`config.mk`:
```
export PLATFORM = sky130hd
export DESIGN_NAME = bgi_cfg_flat
export DESIGN_NICKNAME = d
export VERILOG_FILES = /design/src/hw/rtl/bgi_pkg.sv /design/src/hw/rtl/bgi_ifs.sv /design/src/hw/rtl/bgi_cfg.sv /design/src/flat_wrapper.sv
export SDC_FILE = /design/constraint.sdc
export NUM_CORES = 1
export LEC_CHECK = 0
export BUFFER_PORTS_ARGS = -buffer_cell sky130_fd_sc_hd__buf_2
export CAP_MARGIN = 20
export CORE_ASPECT_RATIO = 2
export CORE_MARGIN = 4
export CORE_UTILIZATION = 25
export CTS_CLUSTER_DIAMETER = 120
export DETAILED_ROUTE_END_ITERATION = 10
export PLACE_DENSITY_LB_ADDON = 0.05
export SLEW_MARGIN = 40
export SYNTH_ARGS = -nofsm -noshare
export SYNTH_HDL_FRONTEND = slang
export SYNTH_SLANG_ARGS = --single-unit
```
`constraint.sdc`:
```
create_clock -name clk -period 1.05 [get_ports clk]
set_input_delay 0.105 -clock clk [delete_from_list [all_inputs] [get_ports clk]]
set_output_delay 0.105 -clock clk [all_outputs]
set_load 0.05 [all_outputs]
```
`src/hw/rtl/bgi_pkg.sv`:
```
// Shared types and constants of the bilinear grid interpolator.
package bgi_pkg;

    localparam int DATA_W = 32;
    localparam int CNT_W  = 7;

    localparam logic FUNC_WRITE = 1'b0;
    localparam logic FUNC_EVAL  = 1'b1;

    typedef enum logic [2:0] {
        REG_X_LOW      = 3'd0,
        REG_X_HIGH     = 3'd1,
        REG_Y_LOW      = 3'd2,
        REG_Y_HIGH     = 3'd3,
        REG_INV_STEP_X = 3'd4,
        REG_INV_STEP_Y = 3'd5,
        REG_ROWS_USED  = 3'd6,
        REG_COLS_USED  = 3'd7
    } cfg_reg_e;

    // rows_used and cols_used hold the clamped point counts
    typedef struct packed {
        logic signed [DATA_W-1:0] x_low;
        logic signed [DATA_W-1:0] x_high;
        logic signed [DATA_W-1:0] y_low;
        logic signed [DATA_W-1:0] y_high;
        logic [DATA_W-1:0]        inv_step_x;
        logic [DATA_W-1:0]        inv_step_y;
        logic [CNT_W-1:0]         rows_used;
        logic [CNT_W-1:0]         cols_used;
    } cfg_t;

endpackage

```
`src/hw/rtl/bgi_ifs.sv`:
```


interface bgi_cfg_if import bgi_pkg::*; ();
    logic              valid;
    logic              ready;
    logic [2:0]        index;
    logic [DATA_W-1:0] data;

    modport source (
        output valid, index, data,
        input  ready
    );
    modport sink (
        input  valid, index, data,
        output ready
    );
endinterface

```
`src/hw/rtl/bgi_cfg.sv`:
```
// Configuration register file with clamping of the grid point counts.
module bgi_cfg import bgi_pkg::*; #(
    parameter int GRID_ROWS = 64,
    parameter int GRID_COLS = 64
) (
    input  logic   clk,
    input  logic   rst_n,
    bgi_cfg_if.sink cfg,
    output cfg_t   regs
);

    localparam logic [CNT_W-1:0] ROWS_RST = CNT_W'((GRID_ROWS < 64) ? GRID_ROWS : 64);
    localparam logic [CNT_W-1:0] COLS_RST = CNT_W'((GRID_COLS < 64) ? GRID_COLS : 64);

    cfg_t regs_reg;
    cfg_t regs_next;

    function automatic logic [CNT_W-1:0] clamp_count(input logic [CNT_W-1:0] v, input int top);
        logic [CNT_W-1:0] r;
        if (v < CNT_W'(2))
        begin
            r = CNT_W'(2);
        end
        else if (int'(v) > top)
        begin
            r = CNT_W'(top);
        end
        else
        begin
            r = v;
        end
        return r;
    endfunction

    assign cfg.ready = 1'b1;
    assign regs      = regs_reg;

    always_comb
    begin
        regs_next = regs_reg;
        if (cfg.valid)
        begin
            unique case (cfg_reg_e'(cfg.index))
                REG_X_LOW:      regs_next.x_low      = $signed(cfg.data);
                REG_X_HIGH:     regs_next.x_high     = $signed(cfg.data);
                REG_Y_LOW:      regs_next.y_low      = $signed(cfg.data);
                REG_Y_HIGH:     regs_next.y_high     = $signed(cfg.data);
                REG_INV_STEP_X: regs_next.inv_step_x = cfg.data;
                REG_INV_STEP_Y: regs_next.inv_step_y = cfg.data;
                REG_ROWS_USED:  regs_next.rows_used  = clamp_count(cfg.data[CNT_W-1:0], GRID_ROWS);
                REG_COLS_USED:  regs_next.cols_used  = clamp_count(cfg.data[CNT_W-1:0], GRID_COLS);
            endcase
        end
    end

    always_ff @(posedge clk or negedge rst_n)
    begin
        if (!rst_n)
        begin
            regs_reg.x_low      <= '0;
            regs_reg.x_high     <= 32'sh0001_0000;
            regs_reg.y_low      <= '0;
            regs_reg.y_high     <= 32'sh0001_0000;
            regs_reg.inv_step_x <= 32'h0001_0000;
            regs_reg.inv_step_y <= 32'h0001_0000;
            regs_reg.rows_used  <= ROWS_RST;
            regs_reg.cols_used  <= COLS_RST;
        end
        else
        begin
            regs_reg <= regs_next;
        end
    end

endmodule

```
`src/flat_wrapper.sv`:
```
// flat-port wrapper written by rule: the top's interface ports become plain ports
module bgi_cfg_flat import bgi_pkg::*;
#(
    parameter int GRID_ROWS = 64,
    parameter int GRID_COLS = 64
)
  (clk, rst_n, regs, cfg_valid, cfg_index, cfg_data, cfg_ready);
  bgi_cfg_if cfg_i ();
  input  logic clk;
  input  logic rst_n;
  output cfg_t regs;
  input wire logic [$bits(cfg_i.valid)-1:0] cfg_valid;
  input wire logic [$bits(cfg_i.index)-1:0] cfg_index;
  input wire logic [$bits(cfg_i.data)-1:0] cfg_data;
  output wire logic [$bits(cfg_i.ready)-1:0] cfg_ready;
  assign cfg_i.valid = cfg_valid;
  assign cfg_i.index = cfg_index;
  assign cfg_i.data = cfg_data;
  assign cfg_ready = cfg_i.ready;
  bgi_cfg #(.GRID_ROWS(GRID_ROWS), .GRID_COLS(GRID_COLS)) u_core (.clk(clk), .rst_n(rst_n), .cfg(cfg_i), .regs(regs));
endmodule
```
# Yosys cells after proc, flatten, opt, wreduce, memory -nomap -nowiden
# Cells that the tools add are included.
# word_totals
ff_bits	206
wordCells	28
output_inout_bits	207
# op_classes
n_eq_ne	7
reduce_logical	9
magnitude_cmp	2
n_mux	2
# op_table
operator	count
$reduce_and A2 Y1	8
$mux W7	2
$eq A3 B3 Y1 const B	4
$gt A7 B7 Y1 const B	1
$lt A7 B2 Y1 const B	1
$eq A3 B2 Y1 const B	2
$eq A3 B1 Y1 const B	1
$logic_not A3 Y1	1

# Depth between registers and ports, before layout
# logic_depth
word_depth	3
ltp_mapped	5
depth_no_buf	3

# Worst setup path before layout
# Ideal clock, no wire load.
# synth_path
path_kind	in2reg
start	in cfg_index[1]
end	reg u_core.regs_reg (netlist bit u_core.regs[111])
n_path_buf	2
setup_slack_ps	-211
required_ps	925
t_arrival_ps	1136
path_stages	4
cell_sequence	buf_2 -> nor3b_4 -> buf_6 -> mux2_2
# synth_via
elab_chain_len	2
# synth_lines
item	line	rtl
start: declaration	flat_wrapper.sv:13	input wire logic [$bits(cfg_i.index)-1:0] cfg_index;
$eq A3 B2 Y1	bgi_cfg.sv:43	unique case (cfg_reg_e'(cfg.index))
$reduce_and A2 Y1 (no line)	--	
end signal: assignment	bgi_cfg.sv:71	regs_reg <= regs_next;
end: declaration	bgi_cfg.sv:15	cfg_t regs_reg;
# Every way passes these cells.
# A chain may end at the register's enable or synchronous reset.

# Final worst setup path
# layout_path
start	reg u_core.regs_reg (netlist bit u_core.regs[62])
end	out regs[62] (netlist bit)
# layout_rtl
item	line	rtl
end: declaration	flat_wrapper.sv:11	output cfg_t regs;
# No word-level cell between the ends.

==> out/metrics.cfg <==
[run_status]
status=finished, violations left
violations=negative setup slack

[worst_setup_path]
path_delay_family=flip-flops
arrival_ns=1.25
critPathKind=flip-flop to output port
r2r_cells=3
cp.required_ns=0.94
r2r-start=u_core.regs[199]
rrSetupSlack_ns=0.03
crit_buf_inv=1
critPathMaxFanout=2
cp-end-kind=output port
start_kind=flip-flop
slowest_stage=dfstp_2
cp_slowest_stage_delay_ns=0.59
crit_chain=buf_8
r2r-end=u_core.regs[199]

[layout]
antennaDiodeCount=0
area_delta_synth_final_pct=68.2
fin_area_um2=13100
largest_reg_flops=206
layout_common_cells=buf_6 (200), dfrtp_1 (200), mux2_2 (128)
fillers=2832
drive_above_1_share_pct=68.3
nets=896

[routing]
drc=0
first_pass_iters=4
post_drt_wl_per_cell_um=19.6
viasPerCell=4.16
drt_iter0_drc=143
vias=5373
wl_um=25300
ant_nets=0

[grt]
grt_pass1_wl_um=38600
track_usage_pct=14.7
grt_pass1_vias=6035
antenna_found_initial=0
grt_max_degree=40
gr-total-overflow=0

[clocking]
htree_levels=1
root_buffer=clkbuf_16
clkTransAtPathRegs_ns=0.06
cts_num_sinks=206
numCtsBuffers=22
cts_max_path_buffers=3
cts_tree=built
clkLatencyLatePin_ns=0.51

[floorplan]
dieArea_um2=34200
rows=91
core_area_um2=30900
die_width_um=133
start_util_pct=25.2
die_h_um=258
io_pins=245

[timing]
fin_skew_ns=0
min_period_ns=1.36
fin_crit_sh_pct=129
fin_setup_tns_ns=-25.31
hold_ws_ns=0.0331
drv_slew=0
hold_viol_final=0
finalWorstSetupSlack_ns=-0.307
rsz0062_at_grt=yes
setup_viol=206
max_freq_ghz=0.737

[yosys]
avgSynthCellArea_um2=16.5
ys_seq_area_share_pct=66.3
ys_ff_latch=206
synth_fp_nets=510
synthesis.area_um2=7790
ys_types=24
syn_inst=472
yosysWarnings=0

[placement]
place_congestion=0.739
dp_slack_ns=-0.372
portBuffers=243
place_area_um2=10100
dpl.hpwl_um=18000

[worst_hold_path]
whs_endpoint=u_core.regs[50]
hp-start=cfg_data[4]
whs_path_depth=3
hp-class=primary input to flip-flop

[flow_run]
cap_violations=0

[power]
powerDensity_nw_per_um2=2570
leakagePower_uw=0.00613
ir_drop_v=0.00130

per-stage QoR:
step	std cells	power [uW]	util (%)
global placement	1148	21800	32.8
global route	1292	35100	42.4
CTS	1266	33900	41.8
floorplan	472	18700	-
finish	1292	33700	42.4
detailed placement	1148	21900	32.8
power breakdown:
group	total, uW	internal (uW)	switching, uW
Clock	8590	5320	3270
Sequential	11100	9710	1360
Combinational	14000	5780	8270
how the worst max path moves through the flow:
stage	from	to	slack [ns]	cells after the start
3_3_place_gp	cfg_valid	u_core.regs[142]	-0.35	5
4_1_cts	u_core.regs[62]	regs[62]	-0.34	1
6_report	u_core.regs[62]	regs[62]	-0.31	1
2_1_floorplan	cfg_index[0]	u_core.regs[48]	-0.14	4
3_5_place_dp	cfg_index[2]	u_core.regs[142]	-0.37	5
5_1_grt	u_core.regs[62]	regs[62]	-0.35	1
synthesized netlist by cell type:
library cell	count	area [um2]
nor4_1	1	6.26
o31ai_1	2	15.0
mux2_2	184	2070
nand2b_4	1	13.8
o21ai_0	14	70.1
mux2_1	6	67.6
inv_1	2	7.51
nand2b_1	4	25.0
buf_2	8	40.0
nor2_1	1	3.75
nand4b_1	1	8.76
buf_6	3	33.8
nor3_4	1	16.3
a211o_1	1	8.76
dfstp_2	6	158
clkbuf_1	3	11.3
buf_4	10	75.1
nand4b_2	2	30.0
nor3b_4	2	37.5
nor3_2	1	10.0
conb_1	1	3.75
nand4_1	1	6.26
nand2_1	17	63.8
dfrtp_1	200	5000
cells by family after synthesis:
logic type | after synthesis | synth area share (%)
compound gates | 17 | 1.20
flops | 206 | 66.3
mux | 190 | 27.5
other cells | 1 | 0.0481
buf+inv | 26 | 2.15
simple gates | 32 | 2.84
per-layer routing:
layer  wire (um)  GRT usage, %  vias up
met5           0             0        -
met4         466          4.19        0
met1        8880          15.6     2749
met3        1550          3.82       26
met2       14400          28.1      159
li1            -             -     2439
layout make-up:
class	instances	area [um2]	share of cell area [%]
Clock buffer	29	648	4.95
Clock inverter	11	158	1.20
Inverter	2	7.51	0.0573
Multi-Input combinational cell	240	2710	20.7
Sequential cell	206	5160	39.4
Tap cell	418	523	3.99
Timing Repair Buffer	386	3880	29.7
repair_timing:
action,4_1_cts,5_1_grt
setup endpoints to repair,206,210
endpoints found under the hold margin,376,0
hold buffers,30,0
setup buffers,48,26
pin swaps,0,1
gates resized for setup,418,1
worst register-to-register path, delay by kind of cell, from the launching register on:
family	cells	cell delay, ns
DFF	1	0.39
buffers and inverters	2	0.26
muxes	1	0.26
Note: power is estimated with default switching activity, not from simulation.
